<file path="src/pngcp_pkg.sv">
`timescale 1ns / 1ps
// ----------------------------------------------------------------------------
// pngcp_pkg - shared types and constants of the PNG chunk stream parser
// Parse phases, event and chunk kind codes, the queue record passed from the
// front end to the back end, and the signature and type lookups.
// ----------------------------------------------------------------------------
package pngcp_pkg;

   // Parse phases of the front end
   typedef enum logic [2:0] {
      PH_SIG  = 3'd0,
      PH_LEN  = 3'd1,
      PH_TYPE = 3'd2,
      PH_DATA = 3'd3,
      PH_CRC  = 3'd4,
      PH_DONE = 3'd5,
      PH_BAD  = 3'd6
   } phase_type;

   // Result event codes
   localparam logic [1:0] EV_MISMATCH = 2'd0;
   localparam logic [1:0] EV_PAYLOAD  = 2'd1;
   localparam logic [1:0] EV_COMPLETE = 2'd2;

   // Chunk kind codes
   localparam logic [2:0] KIND_IHDR  = 3'd0;
   localparam logic [2:0] KIND_PLTE  = 3'd1;
   localparam logic [2:0] KIND_IDAT  = 3'd2;
   localparam logic [2:0] KIND_IEND  = 3'd3;
   localparam logic [2:0] KIND_OTHER = 3'd4;

   // Chunk type words, big-endian ASCII
   localparam logic [31:0] TYPE_IHDR = 32'h4948_4452;
   localparam logic [31:0] TYPE_PLTE = 32'h504C_5445;
   localparam logic [31:0] TYPE_IDAT = 32'h4944_4154;
   localparam logic [31:0] TYPE_IEND = 32'h4945_4E44;

   // Byte counts of the fixed framing fields
   localparam logic [31:0] SIG_BYTES  = 32'd8;
   localparam logic [31:0] WORD_BYTES = 32'd4;

   // IHDR payload layout: width, height, then five single header bytes
   localparam logic [31:0] IHDR_HEIGHT_AT = 32'd4;
   localparam logic [31:0] IHDR_BYTES_AT  = 32'd8;
   localparam logic [31:0] IHDR_END_AT    = 32'd13;
   localparam int          HDR_BYTES      = 5;

   // Work passed from front end to back end
   typedef enum logic [2:0] {
      OP_NONE     = 3'd0,
      OP_MISMATCH = 3'd1,
      OP_PAYLOAD  = 3'd2,
      OP_COMPLETE = 3'd3,
      OP_WIDTH    = 3'd4,
      OP_HEIGHT   = 3'd5,
      OP_HDR_BYTE = 3'd6
   } op_code_type;

   typedef struct packed {
      op_code_type op;
      logic        clear;
      logic [2:0]  kind;
      logic [31:0] length;
      logic [7:0]  data;
      logic [31:0] crc;
      logic [2:0]  hdr_idx;
   } op_type;

   // One result beat
   typedef struct packed {
      logic [1:0]  event_res;
      logic [2:0]  chunk_kind;
      logic [31:0] chunk_length;
      logic [7:0]  payload_byte;
      logic [31:0] chunk_crc;
      logic [31:0] image_width;
      logic [31:0] image_height;
      logic [7:0]  bit_depth;
      logic [7:0]  color_kind;
      logic [7:0]  compression_method;
      logic [7:0]  filter_method;
      logic [7:0]  interlace_method;
   } rsp_type;

   // Expected signature byte at a given position
   function automatic logic [7:0] sig_byte(input logic [2:0] idx);
      logic [7:0] val;
      case (idx)
         3'd0:    val = 8'd137;
         3'd1:    val = 8'd80;
         3'd2:    val = 8'd78;
         3'd3:    val = 8'd71;
         3'd4:    val = 8'd13;
         3'd5:    val = 8'd10;
         3'd6:    val = 8'd26;
         3'd7:    val = 8'd10;
         default: val = 8'd0;
      endcase
      return val;
   endfunction

   // Classify a chunk type word
   function automatic logic [2:0] kind_of(input logic [31:0] t);
      logic [2:0] k;
      if (t == TYPE_IHDR) begin
         k = KIND_IHDR;
      end else if (t == TYPE_PLTE) begin
         k = KIND_PLTE;
      end else if (t == TYPE_IDAT) begin
         k = KIND_IDAT;
      end else if (t == TYPE_IEND) begin
         k = KIND_IEND;
      end else begin
         k = KIND_OTHER;
      end
      return k;
   endfunction

endpackage

</file>
<file path="src/pngcp_front.sv">
`timescale 1ns / 1ps
// ----------------------------------------------------------------------------
// pngcp_front - byte framer of the PNG chunk stream parser
// Checks the signature, frames length, type, payload and CRC, and turns each
// byte that leaves work for the back end into a queue record.
// ----------------------------------------------------------------------------
module pngcp_front (
   input  logic                clock,
   input  logic                reset,
   input  logic                accept,
   input  logic [7:0]          file_byte,
   input  logic                start_of_file,
   output logic                push,
   output pngcp_pkg::op_type   push_data
);

   pngcp_pkg::phase_type phase_ff, phase_in, phase_cur;
   logic [31:0] count_ff, count_in, count_cur, count_plus;
   logic [31:0] len_ff, len_in, len_cur;
   logic [31:0] type_ff, type_in, type_cur;
   logic [31:0] crc_ff, crc_in, crc_cur;
   logic [2:0]  kind_ff, kind_in;
   pngcp_pkg::op_type op;

   // Hold parse state
   always_ff @(posedge clock) begin
      if (reset) begin
         phase_ff <= pngcp_pkg::PH_SIG;
         count_ff <= '0;
         len_ff   <= '0;
         type_ff  <= '0;
         crc_ff   <= '0;
         kind_ff  <= pngcp_pkg::KIND_OTHER;
      end else if (accept) begin
         phase_ff <= phase_in;
         count_ff <= count_in;
         len_ff   <= len_in;
         type_ff  <= type_in;
         crc_ff   <= crc_in;
         kind_ff  <= kind_in;
      end
   end

   // Advance the framer by one byte
   always_comb begin
      if (start_of_file) begin
         phase_cur = pngcp_pkg::PH_SIG;
         count_cur = '0;
         len_cur   = '0;
         type_cur  = '0;
         crc_cur   = '0;
      end else begin
         phase_cur = phase_ff;
         count_cur = count_ff;
         len_cur   = len_ff;
         type_cur  = type_ff;
         crc_cur   = crc_ff;
      end
      count_plus = count_cur + 32'd1;

      phase_in = phase_cur;
      count_in = count_cur;
      len_in   = len_cur;
      type_in  = type_cur;
      crc_in   = crc_cur;
      kind_in  = kind_ff;

      op         = '0;
      op.op      = pngcp_pkg::OP_NONE;
      op.clear   = start_of_file;

      case (phase_cur)
         pngcp_pkg::PH_SIG: begin
            if (file_byte != pngcp_pkg::sig_byte(count_cur[2:0])) begin
               phase_in = pngcp_pkg::PH_BAD;
               op.op    = pngcp_pkg::OP_MISMATCH;
            end else if (count_plus == pngcp_pkg::SIG_BYTES) begin
               phase_in = pngcp_pkg::PH_LEN;
               count_in = '0;
               len_in   = '0;
            end else begin
               count_in = count_plus;
            end
         end
         pngcp_pkg::PH_LEN: begin
            len_in = {len_cur[23:0], file_byte};
            if (count_plus == pngcp_pkg::WORD_BYTES) begin
               phase_in = pngcp_pkg::PH_TYPE;
               count_in = '0;
               type_in  = '0;
            end else begin
               count_in = count_plus;
            end
         end
         pngcp_pkg::PH_TYPE: begin
            type_in = {type_cur[23:0], file_byte};
            if (count_plus == pngcp_pkg::WORD_BYTES) begin
               count_in = '0;
               crc_in   = '0;
               kind_in  = pngcp_pkg::kind_of({type_cur[23:0], file_byte});
               phase_in = (len_cur == '0) ? pngcp_pkg::PH_CRC : pngcp_pkg::PH_DATA;
            end else begin
               count_in = count_plus;
            end
         end
         pngcp_pkg::PH_DATA: begin
            op.data   = file_byte;
            op.kind   = kind_ff;
            op.length = len_cur;
            // IHDR fields go to the back end, emitted kinds become payload beats
            if (kind_ff == pngcp_pkg::KIND_IHDR) begin
               if (count_cur < pngcp_pkg::IHDR_HEIGHT_AT) begin
                  op.op = pngcp_pkg::OP_WIDTH;
               end else if (count_cur < pngcp_pkg::IHDR_BYTES_AT) begin
                  op.op = pngcp_pkg::OP_HEIGHT;
               end else if (count_cur < pngcp_pkg::IHDR_END_AT) begin
                  op.op      = pngcp_pkg::OP_HDR_BYTE;
                  op.hdr_idx = count_cur[2:0];
               end
            end else if (kind_ff != pngcp_pkg::KIND_OTHER) begin
               op.op = pngcp_pkg::OP_PAYLOAD;
            end
            if (count_plus == len_cur) begin
               phase_in = pngcp_pkg::PH_CRC;
               count_in = '0;
               crc_in   = '0;
            end else begin
               count_in = count_plus;
            end
         end
         pngcp_pkg::PH_CRC: begin
            crc_in = {crc_cur[23:0], file_byte};
            if (count_plus == pngcp_pkg::WORD_BYTES) begin
               op.op     = pngcp_pkg::OP_COMPLETE;
               op.kind   = kind_ff;
               op.length = len_cur;
               op.crc    = {crc_cur[23:0], file_byte};
               count_in  = '0;
               if (kind_ff == pngcp_pkg::KIND_IEND) begin
                  phase_in = pngcp_pkg::PH_DONE;
               end else begin
                  phase_in = pngcp_pkg::PH_LEN;
                  len_in   = '0;
               end
            end else begin
               count_in = count_plus;
            end
         end
         default: begin
            // Done or bad signature: drop the byte
            phase_in = phase_cur;
         end
      endcase
   end

   // Queue only bytes that leave work for the back end
   assign push      = accept && (start_of_file || (op.op != pngcp_pkg::OP_NONE));
   assign push_data = op;

endmodule

</file>
<file path="src/pngcp_queue.sv">
`timescale 1ns / 1ps
// ----------------------------------------------------------------------------
// pngcp_queue - short record queue between front end and back end
// Register-based first-in first-out store with a visible head entry.
// ----------------------------------------------------------------------------
module pngcp_queue #(
   parameter int DEPTH = 2
) (
   input  logic              clock,
   input  logic              reset,
   input  logic              push,
   input  pngcp_pkg::op_type push_data,
   output logic              full,
   input  logic              pop,
   output pngcp_pkg::op_type head,
   output logic              empty,
   output logic [$clog2(DEPTH+1)-1:0] count
);

   localparam int PW = $clog2(DEPTH);
   localparam int CW = $clog2(DEPTH + 1);
   localparam logic [PW-1:0] LAST = PW'(DEPTH - 1);

   pngcp_pkg::op_type entry_ff [DEPTH];
   logic [PW-1:0] wr_ff, wr_in, rd_ff, rd_in;
   logic [CW-1:0] count_ff, count_in;
   logic          do_push, do_pop;

   assign do_push = push && (count_ff != CW'(DEPTH));
   assign do_pop  = pop && (count_ff != '0);

   // Advance pointers and fill count
   always_comb begin
      wr_in    = wr_ff;
      rd_in    = rd_ff;
      count_in = count_ff;
      if (do_push) begin
         wr_in = (wr_ff == LAST) ? '0 : wr_ff + PW'(1);
      end
      if (do_pop) begin
         rd_in = (rd_ff == LAST) ? '0 : rd_ff + PW'(1);
      end
      if (do_push && !do_pop) begin
         count_in = count_ff + CW'(1);
      end else if (do_pop && !do_push) begin
         count_in = count_ff - CW'(1);
      end
   end

   always_ff @(posedge clock) begin
      if (reset) begin
         wr_ff    <= '0;
         rd_ff    <= '0;
         count_ff <= '0;
      end else begin
         wr_ff    <= wr_in;
         rd_ff    <= rd_in;
         count_ff <= count_in;
      end
   end

   // Store the pushed record
   always_ff @(posedge clock) begin
      if (do_push) begin
         entry_ff[wr_ff] <= push_data;
      end
   end

   assign head  = entry_ff[rd_ff];
   assign full  = (count_ff == CW'(DEPTH));
   assign empty = (count_ff == '0);
   assign count = count_ff;

endmodule

</file>
<file path="src/pngcp_back.sv">
`timescale 1ns / 1ps
// ----------------------------------------------------------------------------
// pngcp_back - header capture and result stage of the PNG chunk stream parser
// Applies IHDR records to the captured image header and builds result beats
// in an output register.
// ----------------------------------------------------------------------------
module pngcp_back (
   input  logic               clock,
   input  logic               reset,
   input  pngcp_pkg::op_type  head,
   input  logic               q_empty,
   output logic               q_pop,
   output logic               rsp_valid,
   input  logic               rsp_pop,
   output pngcp_pkg::rsp_type rsp
);

   logic [31:0] width_ff, width_in, width_cur;
   logic [31:0] height_ff, height_in, height_cur;
   logic [7:0]  hdr_ff [pngcp_pkg::HDR_BYTES];
   logic [7:0]  hdr_in [pngcp_pkg::HDR_BYTES];
   logic        valid_ff, valid_in;
   pngcp_pkg::rsp_type rsp_ff, rsp_in;
   logic        emits;
   logic [1:0]  ev;

   // Classify the head record
   always_comb begin
      emits = 1'b1;
      ev    = pngcp_pkg::EV_MISMATCH;
      case (head.op)
         pngcp_pkg::OP_MISMATCH: ev = pngcp_pkg::EV_MISMATCH;
         pngcp_pkg::OP_PAYLOAD:  ev = pngcp_pkg::EV_PAYLOAD;
         pngcp_pkg::OP_COMPLETE: ev = pngcp_pkg::EV_COMPLETE;
         default:                emits = 1'b0;
      endcase
   end

   // Drain header-only records at once, result records when the slot frees
   assign q_pop = !q_empty && (!emits || !valid_ff || rsp_pop);

   // Apply clear and header update, then build the beat
   always_comb begin
      width_cur  = head.clear ? '0 : width_ff;
      height_cur = head.clear ? '0 : height_ff;
      width_in   = width_ff;
      height_in  = height_ff;
      for (int i = 0; i < pngcp_pkg::HDR_BYTES; i++) begin
         hdr_in[i] = hdr_ff[i];
      end
      if (q_pop) begin
         width_in  = width_cur;
         height_in = height_cur;
         for (int i = 0; i < pngcp_pkg::HDR_BYTES; i++) begin
            hdr_in[i] = head.clear ? 8'd0 : hdr_ff[i];
            if ((head.op == pngcp_pkg::OP_HDR_BYTE) && (head.hdr_idx == 3'(i))) begin
               hdr_in[i] = head.data;
            end
         end
         if (head.op == pngcp_pkg::OP_WIDTH) begin
            width_in = {width_cur[23:0], head.data};
         end
         if (head.op == pngcp_pkg::OP_HEIGHT) begin
            height_in = {height_cur[23:0], head.data};
         end
      end

      rsp_in.event_res          = ev;
      rsp_in.chunk_kind         = head.kind;
      rsp_in.chunk_length       = head.length;
      rsp_in.payload_byte       = head.data;
      rsp_in.chunk_crc          = head.crc;
      rsp_in.image_width        = width_in;
      rsp_in.image_height       = height_in;
      rsp_in.bit_depth          = hdr_in[0];
      rsp_in.color_kind         = hdr_in[1];
      rsp_in.compression_method = hdr_in[2];
      rsp_in.filter_method      = hdr_in[3];
      rsp_in.interlace_method   = hdr_in[4];

      if (q_pop && emits) begin
         valid_in = 1'b1;
      end else if (rsp_pop) begin
         valid_in = 1'b0;
      end else begin
         valid_in = valid_ff;
      end
   end

   // Hold captured header
   always_ff @(posedge clock) begin
      if (reset) begin
         width_ff  <= '0;
         height_ff <= '0;
         for (int i = 0; i < pngcp_pkg::HDR_BYTES; i++) begin
            hdr_ff[i] <= '0;
         end
         valid_ff  <= 1'b0;
      end else begin
         width_ff  <= width_in;
         height_ff <= height_in;
         for (int i = 0; i < pngcp_pkg::HDR_BYTES; i++) begin
            hdr_ff[i] <= hdr_in[i];
         end
         valid_ff  <= valid_in;
      end
   end

   // Load the output register
   always_ff @(posedge clock) begin
      if (q_pop && emits) begin
         rsp_ff <= rsp_in;
      end
   end

   assign rsp_valid = valid_ff;
   assign rsp       = rsp_ff;

endmodule

</file>
<file path="src/png_chunk_stream_parser.sv">
`timescale 1ns / 1ps
// ----------------------------------------------------------------------------
// png_chunk_stream_parser - PNG signature check and chunk framer
// Takes a PNG file one byte a beat and reports signature errors, payload
// bytes of PLTE, IDAT and IEND, and every completed chunk.
// ----------------------------------------------------------------------------
// Usage:
//   Input side is a queue: drive req_file_byte and req_start_of_file with
//   req_push; a beat is taken when req_push is high and req_full is low.
//   Raise req_start_of_file on the first byte of a file to clear all parse
//   state and the captured header.
//   Result side is a queue: the oldest result sits on the rsp_ ports while
//   rsp_empty is low and leaves on a cycle with rsp_pop high.
//   A result passes through the record queue and then the output register
//   before it shows on the rsp_ ports.
//   Throughput: one byte per cycle while req_full is low; bytes that give
//   no result never occupy the output register.
//   When the receiver stalls, results wait in the output register and the
//   record queue (QUEUE_DEPTH entries); req_full rises once the queue fills.
//   After reset the parser waits for signature byte 0 with an empty header.
//   After IEND or a signature mismatch, bytes are dropped until a new start.
// ----------------------------------------------------------------------------
module png_chunk_stream_parser #(
   parameter int QUEUE_DEPTH = 2
) (
   input  logic        clock,
   input  logic        reset,
   input  logic        req_push,
   output logic        req_full,
   input  logic [7:0]  req_file_byte,
   input  logic        req_start_of_file,
   output logic        rsp_empty,
   input  logic        rsp_pop,
   output logic [1:0]  rsp_event_res,
   output logic [2:0]  rsp_chunk_kind,
   output logic [31:0] rsp_chunk_length,
   output logic [7:0]  rsp_payload_byte,
   output logic [31:0] rsp_chunk_crc,
   output logic [31:0] rsp_image_width,
   output logic [31:0] rsp_image_height,
   output logic [7:0]  rsp_bit_depth,
   output logic [7:0]  rsp_color_kind,
   output logic [7:0]  rsp_compression_method,
   output logic [7:0]  rsp_filter_method,
   output logic [7:0]  rsp_interlace_method
);

   logic                accept;
   logic                q_push, q_full, q_pop, q_empty;
   logic [$clog2(QUEUE_DEPTH+1)-1:0] q_count;
   pngcp_pkg::op_type   q_in, q_head;
   pngcp_pkg::rsp_type  rsp;
   logic                rsp_valid;

   assign accept   = req_push && !q_full;
   assign req_full = q_full;

   // Frame the byte stream
   pngcp_front u_front (
      .clock         (clock),
      .reset         (reset),
      .accept        (accept),
      .file_byte     (req_file_byte),
      .start_of_file (req_start_of_file),
      .push          (q_push),
      .push_data     (q_in)
   );

   // Decouple framer from result stage
   pngcp_queue #(
      .DEPTH (QUEUE_DEPTH)
   ) u_queue (
      .clock     (clock),
      .reset     (reset),
      .push      (q_push),
      .push_data (q_in),
      .full      (q_full),
      .pop       (q_pop),
      .head      (q_head),
      .empty     (q_empty),
      .count     (q_count)
   );

   // Capture header and build results
   pngcp_back u_back (
      .clock     (clock),
      .reset     (reset),
      .head      (q_head),
      .q_empty   (q_empty),
      .q_pop     (q_pop),
      .rsp_valid (rsp_valid),
      .rsp_pop   (rsp_pop),
      .rsp       (rsp)
   );

   assign rsp_empty              = !rsp_valid;
   assign rsp_event_res          = rsp.event_res;
   assign rsp_chunk_kind         = rsp.chunk_kind;
   assign rsp_chunk_length       = rsp.chunk_length;
   assign rsp_payload_byte       = rsp.payload_byte;
   assign rsp_chunk_crc          = rsp.chunk_crc;
   assign rsp_image_width        = rsp.image_width;
   assign rsp_image_height       = rsp.image_height;
   assign rsp_bit_depth          = rsp.bit_depth;
   assign rsp_color_kind         = rsp.color_kind;
   assign rsp_compression_method = rsp.compression_method;
   assign rsp_filter_method      = rsp.filter_method;
   assign rsp_interlace_method   = rsp.interlace_method;

   // The framer never pushes into a full queue
   a_no_push_when_full : assert property (@(posedge clock) disable iff (reset)
      q_push |-> !q_full)
      else $error("record pushed into full queue");

   // Fill count stays within the queue depth
   a_count_bound : assert property (@(posedge clock) disable iff (reset)
      q_count <= ($clog2(QUEUE_DEPTH+1))'(QUEUE_DEPTH))
      else $error("queue fill count out of range");

   // A start-of-file beat always leaves a clear record queued
   a_start_queued : assert property (@(posedge clock) disable iff (reset)
      (accept && req_start_of_file) |=> !q_empty)
      else $error("start of file record lost");

   // A shown result never carries an unused event code
   a_event_code : assert property (@(posedge clock) disable iff (reset)
      rsp_valid |-> (rsp_event_res == pngcp_pkg::EV_MISMATCH ||
                     rsp_event_res == pngcp_pkg::EV_PAYLOAD ||
                     rsp_event_res == pngcp_pkg::EV_COMPLETE))
      else $error("invalid event code on result");

endmodule

</file>
<file path="config.mk">
export PLATFORM = sky130hd
export DESIGN_NAME = png_chunk_stream_parser
export DESIGN_NICKNAME = d
export VERILOG_FILES = /design/src/pngcp_pkg.sv /design/src/pngcp_front.sv /design/src/pngcp_queue.sv /design/src/pngcp_back.sv /design/src/png_chunk_stream_parser.sv
export SDC_FILE = /design/constraint.sdc
export NUM_CORES = 1
export LEC_CHECK = 0
export BUFFER_PORTS_ARGS = -buffer_cell sky130_fd_sc_hd__clkbuf_2
export CELL_PAD_IN_SITES_DETAIL_PLACEMENT = 1
export CELL_PAD_IN_SITES_GLOBAL_PLACEMENT = 1
export CORE_MARGIN = 4
export CORE_UTILIZATION = 40
export CTS_CLUSTER_DIAMETER = 200
export DETAILED_ROUTE_END_ITERATION = 16
export PLACE_DENSITY = 0.66
export RECOVER_POWER = 25
export SYNTH_ARGS = -nofsm -noshare
export SYNTH_HDL_FRONTEND = slang
export SYNTH_HIERARCHICAL = 1
export SYNTH_SLANG_ARGS = --single-unit
export TNS_END_PERCENT = 100
</file>
<file path="constraint.sdc">
create_clock -name clock -period 21 [get_ports clock]
set_input_delay 4.2 -clock clock [delete_from_list [all_inputs] [get_ports clock]]
set_output_delay 4.2 -clock clock [all_outputs]
set_load 0.03 [all_outputs]
</file>
After elaboration in Yosys (flattened, before gate mapping):

Memory sizes are Yosys's and may differ from the RTL's. A register that Yosys moved wholly into a read port is not among the register bits.
Cells that the tools add are included.

* $add $sub $neg: 5
* $mul: 0
* div/mod/pow operators: 0
* magnitude comparators: 3
* eq/ne operators: 26
* shift-type cells: 0
* multiplexer cells: 89
* bitwise logic cells: 5
* reductions and logical operators: 34

Operators by type and width (number)
* 2-to-1 mux 32 bit: 23
* case mux 32 bit (3 select lines): 3
* 2-to-1 mux 8 bit: 17
* == test 32 x 31 -> 1 bit, second input constant: 4
* case mux 35 bit (2 select lines): 1
* 2-to-1 mux 3 bit: 22
* < comparator 32 x 4 -> 1 bit, second input constant: 2
* case mux 32 bit (2 select lines): 1
* 2-to-1 mux 40 bit: 1
* 2-to-1 mux 35 bit: 1
* adder 32 x 1 -> 32 bit, second input constant: 1
* == test 32 x 3 -> 1 bit, second input constant: 1
* == test 32 bit: 1
* == test 32 x 4 -> 1 bit, second input constant: 1
* zero test 32 bit: 1
* < comparator 32 x 3 -> 1 bit, second input constant: 1
* == test 3 x 2 -> 1 bit, second input constant: 7
* == test 3 bit, second input constant: 5
* case mux 3 bit (5 select lines): 1
* logical AND 1 bit: 13
* 2-to-1 mux 1 bit: 13
* == test 3 x 1 -> 1 bit, second input constant: 3
* zero test 3 bit: 3
* case mux 3 bit (3 select lines): 1
* other kinds (17): 35

* register bits after elaboration: 384
* latch bits: 0
* RAM bits: 204
* memory bits (read-only): 56
* bits of input ports: 13
* output and inout bits: 183
* logic and storage cells: 189
* memories: 3

Memory list
* u_queue.entry_ff: depth 2, bits a word 82, rd ports 1, clocked after memory_dff 1, wr ports 1, line pngcp_queue.sv:24 `pngcp_pkg::op_type entry_ff [DEPTH];`
* (no name shown): depth 8, bits a word 7, rd ports 1, clocked after memory_dff 0, wr ports 0, line pngcp_pkg.sv:88 `case (idx)`
* u_back.hdr_ff: depth 5, bits a word 8, rd ports 5, clocked after memory_dff 0, wr ports 5, line pngcp_back.sv:20 `logic [7:0] hdr_ff [pngcp_pkg::HDR_BYTES];`

Depth between registers and ports, before layout:

Gate-level depths: netlist of run 1.

* word-level depth: 15
* gate-level depth with buffers: 20
* depth with buffers taken out: 16

Modules after synthesis:

The synthesis of run 1 kept the hierarchy.

By module, submodules not included
* pngcp_back: instances 1, cells each 688, area each 10610.2 sq um, seq. area each 7537.2 sq um
* pngcp_front: instances 1, cells each 1020, area each 7946.4 sq um, seq. area each 2362.3 sq um
* pngcp_queue: instances 1, cells each 280, area each 6130.9 sq um, seq. area each 5024.8 sq um
* png_chunk_stream_parser: instances 1, cells each 2, area each 17.5 sq um, seq. area each 0.0 sq um

Least setup slack after synthesis of run 1:

No wires, ideal clock.

* path kind: input-to-reg
* start: in rsp_pop
* end: reg u_back.rsp_ff, in the netlist u_back/rsp[0], enable pin
* library setup time: 0.724 ns
* arrival: 12.370 ns
* data required time: 20.276 ns
* path slack: 7.906 ns
* stages on the path: 5
* buffers on the path: 2
* cell sequence: nand2b_1 -> o21ai_2 -> buf_4 -> buf_2 -> nor2_1

* cells in the longest elaborated chain, start to end: 3

RTL lines
* start: declaration: line png_chunk_stream_parser.sv:33 `input logic rsp_pop,`
* logical OR 1 bit: line pngcp_back.sv:40 `assign q_pop = !q_empty && (!emits || !valid_ff || rsp_pop);`
* logical AND 1 bit: line pngcp_back.sv:40
* logical AND 1 bit: line pngcp_back.sv:111 `if (q_pop && emits) begin`
* end signal: assignment: line pngcp_back.sv:112 `rsp_ff <= rsp_in;`
* end: declaration: line pngcp_back.sv:23 `pngcp_pkg::rsp_type rsp_ff, rsp_in;`

No other way between the ends.
A chain may end at the register's enable or synchronous reset.

==> flow_summary.yaml, run 1 <==
status:
  run_status: "complete, but fails checks"
  violations: "max-capacitance violations, max-slew violations"
global_routing:
  grt_start_max_net_pins: 182
  initial_antenna_violation_count: 1
  gr_usage_total_pct: 21.36
  grt_first_pass_wirelength_um: 110900
  via_count_of_the_first_global_routing_pass: 17570
  grt_total_ovfl: 0
cts:
  worst_skew_pair.late_latency_ps: 630
  cts_hold_buf: 0
  cts.repair_timing.setup_buffer_count: 0
  tritoncts: "yes"
  max-clock-path-buffers: 3
  path_clk_slew_ps: 60
  cts.repair.resized: 0
  clock-sinks: 573
  cts-buffers-inserted: 59
  cts_root_buffer: "sky130_fd_sc_hd__clkbuf_16"
  cts_htree_levels: 2
timing:
  setup_total_negative_slack_ps: 0
  max-slew-margin-rel_pct: -158.4
  finalMaxSlewViolations: 169
  finalSetupViolCount: 0
  post-route-min-period_ps: 12100
  clock_skew_ps: 34.01
  grt_setup_unrepaired: "false"
  timing.final.hold_violations: 0
  max_slew.worst_pin.slew_ps: 3876
  fmax_mhz: 82.68
  timing.final.crit_share_pct: 57.60
synth:
  postSynth.topFlopCell: "sky130_fd_sc_hd__edfxtp_1"
  yosys_warnings: 6
  yosys.cell_types.count: 95
  netlist_area_um2: 24700
  post_synth_main_area_contributors: "sky130_fd_sc_hd__edfxtp_1, sky130_fd_sc_hd__dfxtp_1, sky130_fd_sc_hd__a22o_1"
  synthDominantCellAreaShare_pct: 41.93
  synthesis.instances: 1990
  postSynthAreaPerCell_um2: 12.41
  synthesis.nets: 2004
  synth_async_sr_flop_share_pct: 0
  synth_edf_count: 345
  number_of_synthesized_register_bits: 573
  synth-seq-area-share_pct: 60.41
  synth_largest_area_cell: "sky130_fd_sc_hd__edfxtp_1"
power_and_ir_drop:
  share_of_total_power_in_the_clock_network_pct: 31.2
  static-leakage-power_nw: 9.420
  switching_share_pct: 34.06
  power.combinational.fraction_pct: 24.4
  net_switching_power_figure_mw: 1.152
  seqPwrFrac_pct: 44.4
  p_per_area_nw_per_um2: 121.2
  cell_internal_pwr_mw: 2.229
  worst_supply_voltage_drop_on_vdd_mv: 0.08209
floorplan:
  row_count: 90
  core_region_area_um2: 60700
  top_level_ports: 196
  chipHeight_um: 256.5
  effective_utilization_at_floorplan_pct: 40.70
  die_width_um: 256.5
  die_area_um2: 65800
drt:
  totalWireLength_um: 72180
  final_antenna_net_count: 0
  drc: 0
  drt_pre_antenna_iters: 6
  number_of_vias_per_cell_after_detailed_routing: 5.763
  detail_route.iter0.violations: 1095
  vias: 16950
  drt-wirelength-per-cell_um: 24.54
finish:
  area_growth_syn_to_layout_pct: 12.92
  final_core_utilization_pct: 45.96
  layout.filler_cells: 6317
  final_nets: 2124
  antenna_cells_inserted: 0
  fraction_of_layout_instances_using_a_drive_strength_above_1_pct: 12.69
critical_path:
  setup.worst_path.end_class: "flip-flop"
  cp_slowest_stage_delay_ps: 1910
  crit_path_frequent_cell: "sky130_fd_sc_hd__clkbuf_1"
  worst_path_dominant_cell_family: "buffers and inverters"
  critPathKind: "input port to flip-flop"
  cpMaxStageDelayCell: "sky130_fd_sc_hd__clkbuf_1"
  path_cells: "clkbuf_1 -> clkbuf_1 -> nor2b_1 -> nand2_1 -> nor4_4 -> or3b_2 -> nor4_2 -> nand4_1 -> nor2_2 -> nand3b_1 -> nor4_1 -> nor2_1 -> inv_1 -> or3_1 -> clkinv_2 -> buf_4"
  critical_path.startpoint_type: "input port"
  critPathArrivalTime_ps: 12330
  worstPathRequired_ps: 21230
  timing.critical_path.buf_inv: 5
  crit_path_max_fanout: 56
placed_design:
  routabilityCongestion: 0.9113
  place_hpwl_um: 48340
  io_buffers: 195
worst_hold_path:
  holdCritPathClass: "flip-flop to flip-flop"
run:
  timing.max_cap.violations: 4
worst paths after layout:
check | start | end | slack (ps) | cells after the start
max | req_start_of_file | u_queue/entry_ff[0][47] | 8900 | 16
min | u_front/crc_ff[20] | u_front/crc_ff[20] | 460 | 1
max reg2reg | flip-flop | u_back/width_ff[0] | 13360 | 7
min reg2reg | u_front/crc_ff[20] | u_front/crc_ff[20] | 460 | 1
cell usage in the layout, fill, tap and decap left out, types with 13 or more instances in the layout:
master and n:
sky130_fd_sc_hd__a32o_1 41, sky130_fd_sc_hd__mux2_2 53, sky130_fd_sc_hd__clkbuf_2 63, sky130_fd_sc_hd__dfxtp_1 228
sky130_fd_sc_hd__a21oi_1 44, sky130_fd_sc_hd__a31oi_1 18, sky130_fd_sc_hd__edfxtp_1 345, sky130_fd_sc_hd__clkbuf_1 148
sky130_fd_sc_hd__o2bb2ai_1 49, sky130_fd_sc_hd__nand4_1 33, sky130_fd_sc_hd__nor2_1 102, sky130_fd_sc_hd__mux2_1 30
sky130_fd_sc_hd__nand2_1 72, sky130_fd_sc_hd__clkbuf_16 60, sky130_fd_sc_hd__o21ai_0 37, sky130_fd_sc_hd__nor4_1 25
sky130_fd_sc_hd__nand3_1 24, sky130_fd_sc_hd__nor3_1 31, sky130_fd_sc_hd__nor2b_1 73, sky130_fd_sc_hd__inv_1 16
sky130_fd_sc_hd__clkinv_2 13, sky130_fd_sc_hd__xor2_1 15, sky130_fd_sc_hd__a22o_1 114, sky130_fd_sc_hd__buf_4 16
sky130_fd_sc_hd__a22oi_1 31, sky130_fd_sc_hd__mux2i_1 55, sky130_fd_sc_hd__xnor2_1 39, sky130_fd_sc_hd__and2_1 145
cells in the mapped netlist, types with 7 or more instances:
master and number:
sky130_fd_sc_hd__nand2_1 72, sky130_fd_sc_hd__buf_2 26, sky130_fd_sc_hd__nand2b_1 12, sky130_fd_sc_hd__o21ai_1 8, sky130_fd_sc_hd__clkbuf_1 86, sky130_fd_sc_hd__and4_1 7
sky130_fd_sc_hd__nand4b_1 12, sky130_fd_sc_hd__nor2b_1 73, sky130_fd_sc_hd__and2_1 146, sky130_fd_sc_hd__nor3_1 31, sky130_fd_sc_hd__and3_1 10, sky130_fd_sc_hd__buf_1 15
sky130_fd_sc_hd__a31oi_1 18, sky130_fd_sc_hd__nor4_1 25, sky130_fd_sc_hd__o21ai_0 37, sky130_fd_sc_hd__mux2i_1 55, sky130_fd_sc_hd__or3_1 11, sky130_fd_sc_hd__dfxtp_1 228
sky130_fd_sc_hd__a211oi_1 7, sky130_fd_sc_hd__nand3_1 24, sky130_fd_sc_hd__buf_6 7, sky130_fd_sc_hd__a22o_1 114, sky130_fd_sc_hd__a21o_1 8, sky130_fd_sc_hd__edfxtp_1 345
sky130_fd_sc_hd__nand4_1 33, sky130_fd_sc_hd__a21oi_1 44, sky130_fd_sc_hd__mux2_2 83, sky130_fd_sc_hd__o2bb2ai_1 49, sky130_fd_sc_hd__or4_1 7, sky130_fd_sc_hd__xor2_1 15
sky130_fd_sc_hd__o31ai_1 10, sky130_fd_sc_hd__inv_1 18, sky130_fd_sc_hd__a22oi_1 31, sky130_fd_sc_hd__xnor2_1 39, sky130_fd_sc_hd__a32o_1 41, sky130_fd_sc_hd__buf_4 20
sky130_fd_sc_hd__nor2_1 109
per-layer routing:
layer | global-route usage, % | wire [µm] | up-vias
met3 | 3.089 | 2933 | 101
met5 | 0 | 13 | -
li1 | - | - | 7764
met2 | 36.27 | 35300 | 359
met4 | 5.137 | 1502 | 2
met1 | 29.10 | 32430 | 8728
power groups by stage:
stage / Clock [mW] / Combinational (mW) / Sequential [mW]
after floorplan: 0 / 0.387 / 1.75
after global placement: 0 / 0.843 / 1.52
after detailed placement: 0 / 0.852 / 1.53
after CTS: 1.09 / 0.856 / 1.51
after global routing: 1.14 / 0.879 / 1.52
final: 1.06 / 0.823 / 1.50
state kept, by name, indices dropped and copies added, names as in the netlist, named ones only:
name and count:
u_back/hdr_ff 40, u_back/height_ff 32, u_back/rsp 181, u_back/rsp_valid 1, u_back/width_ff 32, u_front/count_ff 32, u_front/crc_ff 24, u_front/kind_ff 3
u_front/len_ff 32, u_front/phase_ff 3, u_front/type_ff 24, u_queue/count 2, u_queue/entry_ff 164, u_queue/rd_ff 1, u_queue/wr_ff 1
layout make-up:
type | instances | area [µm²] | share of cell area [%]
multi-input cells | 1241 | 8984 | 32.20
flip-flops and latches | 573 | 14920 | 53.50
clock buffers | 76 | 1602 | 5.741
repair buffers | 216 | 965.9 | 3.462
inverters | 19 | 72.57 | 0.2601
well taps | 782 | 978.4 | 3.507
clock inverters | 35 | 370.4 | 1.328
cell families after synthesis:
| group | count (synthesis) | synth area share (%) |
|---|---|---|
| flops | 573 | 60.41 |
| mux | 138 | 6.012 |
| simple gates | 626 | 14.82 |
| compound gates | 422 | 13.44 |
| buf+inv | 176 | 3.348 |
| xor+xnor | 54 | 1.914 |
| fa+ha+maj | 1 | 0.05064 |
metrics by stage:
step | cells | worst slack, ps | hold WS [ps] | instance area [µm²] | total power, mW
after floorplan | 1990 | 7906 | 434.2 | 24700 | 2.136
after global placement | 2831 | 9893 | 449.9 | 26130 | 2.366
after detailed placement | 2831 | 9736 | 452.3 | 26130 | 2.382
after CTS | 2942 | 10360 | 469.7 | 28100 | 3.450
after global routing | 2942 | 8194 | 475.9 | 27900 | 3.533
final | 2942 | 8904 | 464.9 | 27900 | 3.381
worst reg2reg max path, stage by stage, from the launching register on:
cell,delay [ps]
sky130_fd_sc_hd__dfxtp_1,950
sky130_fd_sc_hd__clkbuf_1,2720
sky130_fd_sc_hd__mux2_1,670
sky130_fd_sc_hd__nor3b_1,280
sky130_fd_sc_hd__clkbuf_1,1430
sky130_fd_sc_hd__o221ai_1,850
sky130_fd_sc_hd__a22o_1,470
sky130_fd_sc_hd__and2_1,170
Note: power is estimated with default switching activity, not from simulation.
==> run 2: changes to the inputs <==
clock period = 11.71 ns   (was 21 ns; I/O delays follow)
==> flow_summary.yaml, run 2 (same netlist as run 1, synthesis figures left out) <==
status:
  run_status: "complete, but fails checks"
  violations: "max-capacitance violations, max-slew violations"
critical_path:
  worst_path_dominant_cell_family: "simple AND/OR/NAND/NOR gates"
  critPathArrivalTime_ps: 9070
  critical_path.startpoint_type: "input port"
  path_cells: "clkbuf_1 -> clkbuf_1 -> and4b_1 -> nand4_1 -> mux2_2 -> a31oi_1 -> nor4_1 -> nand4_1 -> nor2_2 -> nand3b_1 -> nor4_1 -> nor2_1 -> inv_1 -> nor2_1 -> and2_4 -> buf_4"
  setup.worst_path.end_class: "flip-flop"
  worst_setup_path_startpoint: "req_start_of_file"
  worstPathRequired_ps: 12000
  cpMaxStageDelayCell: "sky130_fd_sc_hd__nor2_2"
  critPathKind: "input port to flip-flop"
  crit_path_max_fanout: 60
  timing.critical_path.buf_inv: 4
  cp_slowest_stage_delay_ps: 1020
  regToRegSetupSlack_ps: 3940
timing:
  clock_skew_ps: 16.56
  fmax_mhz: 113.8
  finalSetupViolCount: 0
  finalMaxSlewViolations: 173
  hold_slack_ps: 478.7
  timing.final.hold_violations: 0
  grt_setup_unrepaired: "false"
  post-route-min-period_ps: 8784
  max_slew.worst_pin.slew_ps: 3571
  setup_total_negative_slack_ps: 0
  max-slew-margin-rel_pct: -138.1
  timing.final.crit_share_pct: 75.01
finish:
  largest_register_ff_count: 181
  fraction_of_layout_instances_using_a_drive_strength_above_1_pct: 16.30
  final_nets: 2129
  layout.cells.most_common_list: "sky130_fd_sc_hd__edfxtp_1, sky130_fd_sc_hd__dfxtp_1, sky130_fd_sc_hd__clkbuf_2"
  antenna_cells_inserted: 0
  fin_cells: 2948
  layout.cells.most_common: "sky130_fd_sc_hd__edfxtp_1"
  regArea_um2: 14920
  final_core_utilization_pct: 46.40
  area_growth_syn_to_layout_pct: 14.01
  multi_input_comb_area_um2: 8992
  layout.filler_cells: 6307
drt:
  detail_route.iter0.violations: 1083
  totalWireLength_um: 74070
  vias: 17120
  number_of_vias_per_cell_after_detailed_routing: 5.808
  final_antenna_net_count: 0
  drc: 0
  drt-wirelength-per-cell_um: 25.13
  drt_pre_antenna_iters: 5
placed_design:
  place_hpwl_um: 50170
  place.detailed.instances: 2835
  routabilityCongestion: 0.8961
  io_buffers: 195
power_and_ir_drop:
  worst_supply_voltage_drop_on_vdd_mv: 0.1545
  static-leakage-power_nw: 9.665
  p_per_area_nw_per_um2: 219.9
  p_total_mw: 6.193
cts:
  max-clock-path-buffers: 3
  path_clk_slew_ps: 60
  clock-sinks: 573
  worst_skew_pair.late_latency_ps: 620
  cts-buffers-inserted: 60
  tritoncts: "yes"
  cts.repair_timing.setup_buffer_count: 0
  cts_hold_buf: 0
  cts_root_buffer: "sky130_fd_sc_hd__clkbuf_16"
  cts_htree_levels: 2
  cts.repair.resized: 0
floorplan:
  effective_utilization_at_floorplan_pct: 40.70
  die_width_um: 256.5
  die_area_um2: 65800
  chipHeight_um: 256.5
  top_level_ports: 196
  row_count: 90
  core_region_area_um2: 60700
global_routing:
  grt_start_max_net_pins: 105
  grt_total_ovfl: 0
  initial_antenna_violation_count: 2
  gr_usage_total_pct: 21.80
  grt_first_pass_wirelength_um: 112500
  via_count_of_the_first_global_routing_pass: 17830
run:
  timing.max_cap.violations: 3
worst_hold_path:
  holdCritPathClass: "flip-flop to flip-flop"
  hp-start: "u_front/crc_ff[23]"
-- run 2: power breakdown --
part,total (mW),switching [mW],internal (mW),leakage (nW)
combinational,1.49,1.13,0.359,3.50
clock,2.01,0.815,1.20,1.05
sequential,2.69,0.131,2.56,5.12
-- run 2: metal layers --
layer | global-route usage (%) | vias to the layer above | wire (µm)
met1 | 28.72 | 8748 | 31970
met2 | 37.62 | 452 | 36670
met3 | 3.187 | 108 | 3516
li1 | - | 7813 | -
met5 | 0 | - | 13
met4 | 6.334 | 2 | 1904
-- run 2: path summary, 6_finish.rpt --
path,endpoint,depth (start not counted)
worst min register to register,u_front/crc_ff[23],1
worst min-delay path,u_front/crc_ff[23],1
worst max-delay path,u_queue/entry_ff[1][60],16
worst max register to register,u_back/width_ff[5],6
-- run 2: stage by stage --
step	worst slack [ps]	cell area, µm²
finish	2926	28170
detailed placement	2876	26150
global route	2404	28170
global placement	3039	26150
floorplan	473.7	24700
CTS	3515	28280
-- run 2: layout make-up --
class | instances | share of cell area [%]
Sequential cell | 573 | 52.99
Multi-Input combinational cell | 1241 | 31.93
Clock buffer | 80 | 6.108
Timing Repair Buffer | 220 | 3.776
Tap cell | 782 | 3.474
Clock inverter | 33 | 1.470
Inverter | 19 | 0.2577
-- run 2: worst reg2reg max path: stages (launching register included) --
cell and delay [ps]:
sky130_fd_sc_hd__dfxtp_1 1050, sky130_fd_sc_hd__clkbuf_1 2530, sky130_fd_sc_hd__mux2_1 490, sky130_fd_sc_hd__clkbuf_1 1910
sky130_fd_sc_hd__o221ai_1 1020, sky130_fd_sc_hd__a22o_1 500, sky130_fd_sc_hd__and2_1 160
==> run 3: changes to the inputs <==
clock period = 8.55 ns   (was 11.71 ns; I/O delays follow)
==> flow_summary.yaml, run 3 (same netlist as run 1, synthesis figures left out) <==
timing:
  grt_setup_unrepaired: "false"
  timing.final.crit_share_pct: 81.44
  max-slew-margin-rel_pct: -134.9
  post-route-min-period_ps: 6963
  clock_skew_ps: 20.19
  fmax_mhz: 143.6
  finalMaxSlewViolations: 95
  max_slew.worst_pin.slew_ps: 3524
  timing.final.hold_violations: 0
  setup_total_negative_slack_ps: 0
  finalSetupViolCount: 0
  hold_slack_ps: 471.3
finish:
  layout.cells.most_common_list: "sky130_fd_sc_hd__edfxtp_1, sky130_fd_sc_hd__dfxtp_1, sky130_fd_sc_hd__clkbuf_1"
  fraction_of_layout_instances_using_a_drive_strength_above_1_pct: 11.04
  layout.cells.most_common: "sky130_fd_sc_hd__edfxtp_1"
  largest_register_ff_count: 181
  final_core_utilization_pct: 46.26
  antenna_cells_inserted: 0
  area_growth_syn_to_layout_pct: 13.64
  layout.filler_cells: 6377
  final_nets: 2142
  fin_cells: 2964
cts:
  cts.repair_timing.setup_buffer_count: 0
  worst_skew_pair.late_latency_ps: 600
  cts.repair.resized: 0
  cts_root_buffer: "sky130_fd_sc_hd__clkbuf_16"
  cts_htree_levels: 3
  cts_hold_buf: 0
  clock-sinks: 573
  tritoncts: "yes"
  cts-buffers-inserted: 66
  path_clk_slew_ps: 60
  max-clock-path-buffers: 3
power_and_ir_drop:
  worst_supply_voltage_drop_on_vdd_mv: 0.1732
  static-leakage-power_nw: 9.403
  power.combinational.fraction_pct: 23.9
  net_switching_power_figure_mw: 2.853
  switching_share_pct: 33.81
  share_of_total_power_in_the_clock_network_pct: 32.4
  seqPwrFrac_pct: 43.7
  p_per_area_nw_per_um2: 300.6
  cell_internal_pwr_mw: 5.587
critical_path:
  worstSetupEndpoint: "u_queue/count[1]"
  critical_path.startpoint_type: "flip-flop"
  setup.worst_path.end_class: "flip-flop"
  worstPathRequired_ps: 9070
  worstRegToRegCells: 10
  regToRegSetupSlack_ps: 1590
  timing.rr.end: "u_queue/count[1]"
  critPathArrivalTime_ps: 7480
  crit_path_max_fanout: 60
  critPathKind: "flip-flop to flip-flop"
floorplan:
  row_count: 90
  die_width_um: 256.5
  chipHeight_um: 256.5
  top_level_ports: 196
  effective_utilization_at_floorplan_pct: 40.70
  core_region_area_um2: 60700
  die_area_um2: 65800
worst_hold_path:
  holdCritPathClass: "flip-flop to flip-flop"
global_routing:
  grt_total_ovfl: 0
  initial_antenna_violation_count: 3
  gr_usage_total_pct: 21.62
  via_count_of_the_first_global_routing_pass: 17850
  grt_first_pass_wirelength_um: 111400
  grt_start_max_net_pins: 82
drt:
  number_of_vias_per_cell_after_detailed_routing: 5.798
  drt_pre_antenna_iters: 7
  detail_route.iter0.violations: 1171
  totalWireLength_um: 73170
  vias: 17190
  drc: 0
  drt-wirelength-per-cell_um: 24.69
  final_antenna_net_count: 0
run:
  timing.max_cap.violations: 2
placed_design:
  place_hpwl_um: 49490
  place.detailed.instances: 2842
  routabilityCongestion: 0.8849
  io_buffers: 195
status:
  run_status: "complete, but fails checks"
  violations: "max-capacitance violations, max-slew violations"
## run 3: cell types whose count changed in the layout (fill, tap and decap cells not counted), sizes merged
cell,delta
clkinvlp,-1
clkbuf,+13
clkinv,-2
bufinv,-4
buf,+10
## run 3: area by class of cell
cell class / count / area (µm²) / share of cell area [%]
Clock buffer: 96 / 1857 / 6.613
Clock inverter: 26 / 252.7 / 0.9002
Inverter: 19 / 72.57 / 0.2585
Multi-Input combinational cell: 1241 / 8982 / 31.99
Sequential cell: 573 / 14920 / 53.16
Tap cell: 782 / 978.4 / 3.485
Timing Repair Buffer: 227 / 1008 / 3.592
## run 3: power by group through the flow
stage          registers, mW  clock network [mW]  logic, mW
4_1_cts                 3.71                2.82       2.12
2_1_floorplan           4.26                   0      0.952
6_report                3.69                2.73       2.01
3_5_place_dp            3.76                   0       2.11
5_1_grt                 3.73                2.93       2.15
3_3_place_gp            3.74                   0       2.09
## run 3: through the flow
step                setup slack [ps]  total power [mW]  cell area [µm²]
floorplan                       1017             5.209            24710
global placement                1448             5.836            26220
detailed placement              1318             5.876            26220
CTS                             1960             8.646            28330
global route                   807.9             8.819            28080
finish                          1587             8.440            28080
## run 3: routing by layer
| metal | global-route usage, % | vias up | part of all wire, % |
|---|---|---|---|
| li1 | - | 7816 | - |
| met1 | 28.70 | 8783 | 44 |
| met2 | 36.33 | 427 | 48 |
| met3 | 3.493 | 155 | 4.6 |
| met4 | 7.259 | 4 | 3.1 |
| met5 | 0 | - | 0.042 |
## run 3: worst min-delay path by stage
stage | to | slack, ps | depth (start not counted) | from
floorplan | u_front/crc_ff[16] | 430 | 1 | u_front/crc_ff[16]
global placement | u_front/crc_ff[18] | 450 | 1 | u_front/crc_ff[18]
detailed placement | u_front/crc_ff[18] | 450 | 1 | u_front/crc_ff[18]
CTS | u_front/crc_ff[22] | 470 | 1 | u_front/crc_ff[22]
global route | u_front/crc_ff[21] | 500 | 1 | u_front/crc_ff[21]
finish | u_front/crc_ff[23] | 470 | 1 | u_front/crc_ff[23]
## run 3: critical path, cell delays in order (launching register included)
cell	delay, ps
sky130_fd_sc_hd__dfxtp_1	1080
sky130_fd_sc_hd__clkbuf_1	2530
sky130_fd_sc_hd__mux2_1	710
sky130_fd_sc_hd__o21bai_1	280
sky130_fd_sc_hd__o21ai_0	460
sky130_fd_sc_hd__buf_4	720
sky130_fd_sc_hd__inv_1	80
sky130_fd_sc_hd__o21ai_0	170
sky130_fd_sc_hd__ha_1	330
sky130_fd_sc_hd__or3_1	360
sky130_fd_sc_hd__a21oi_1	150
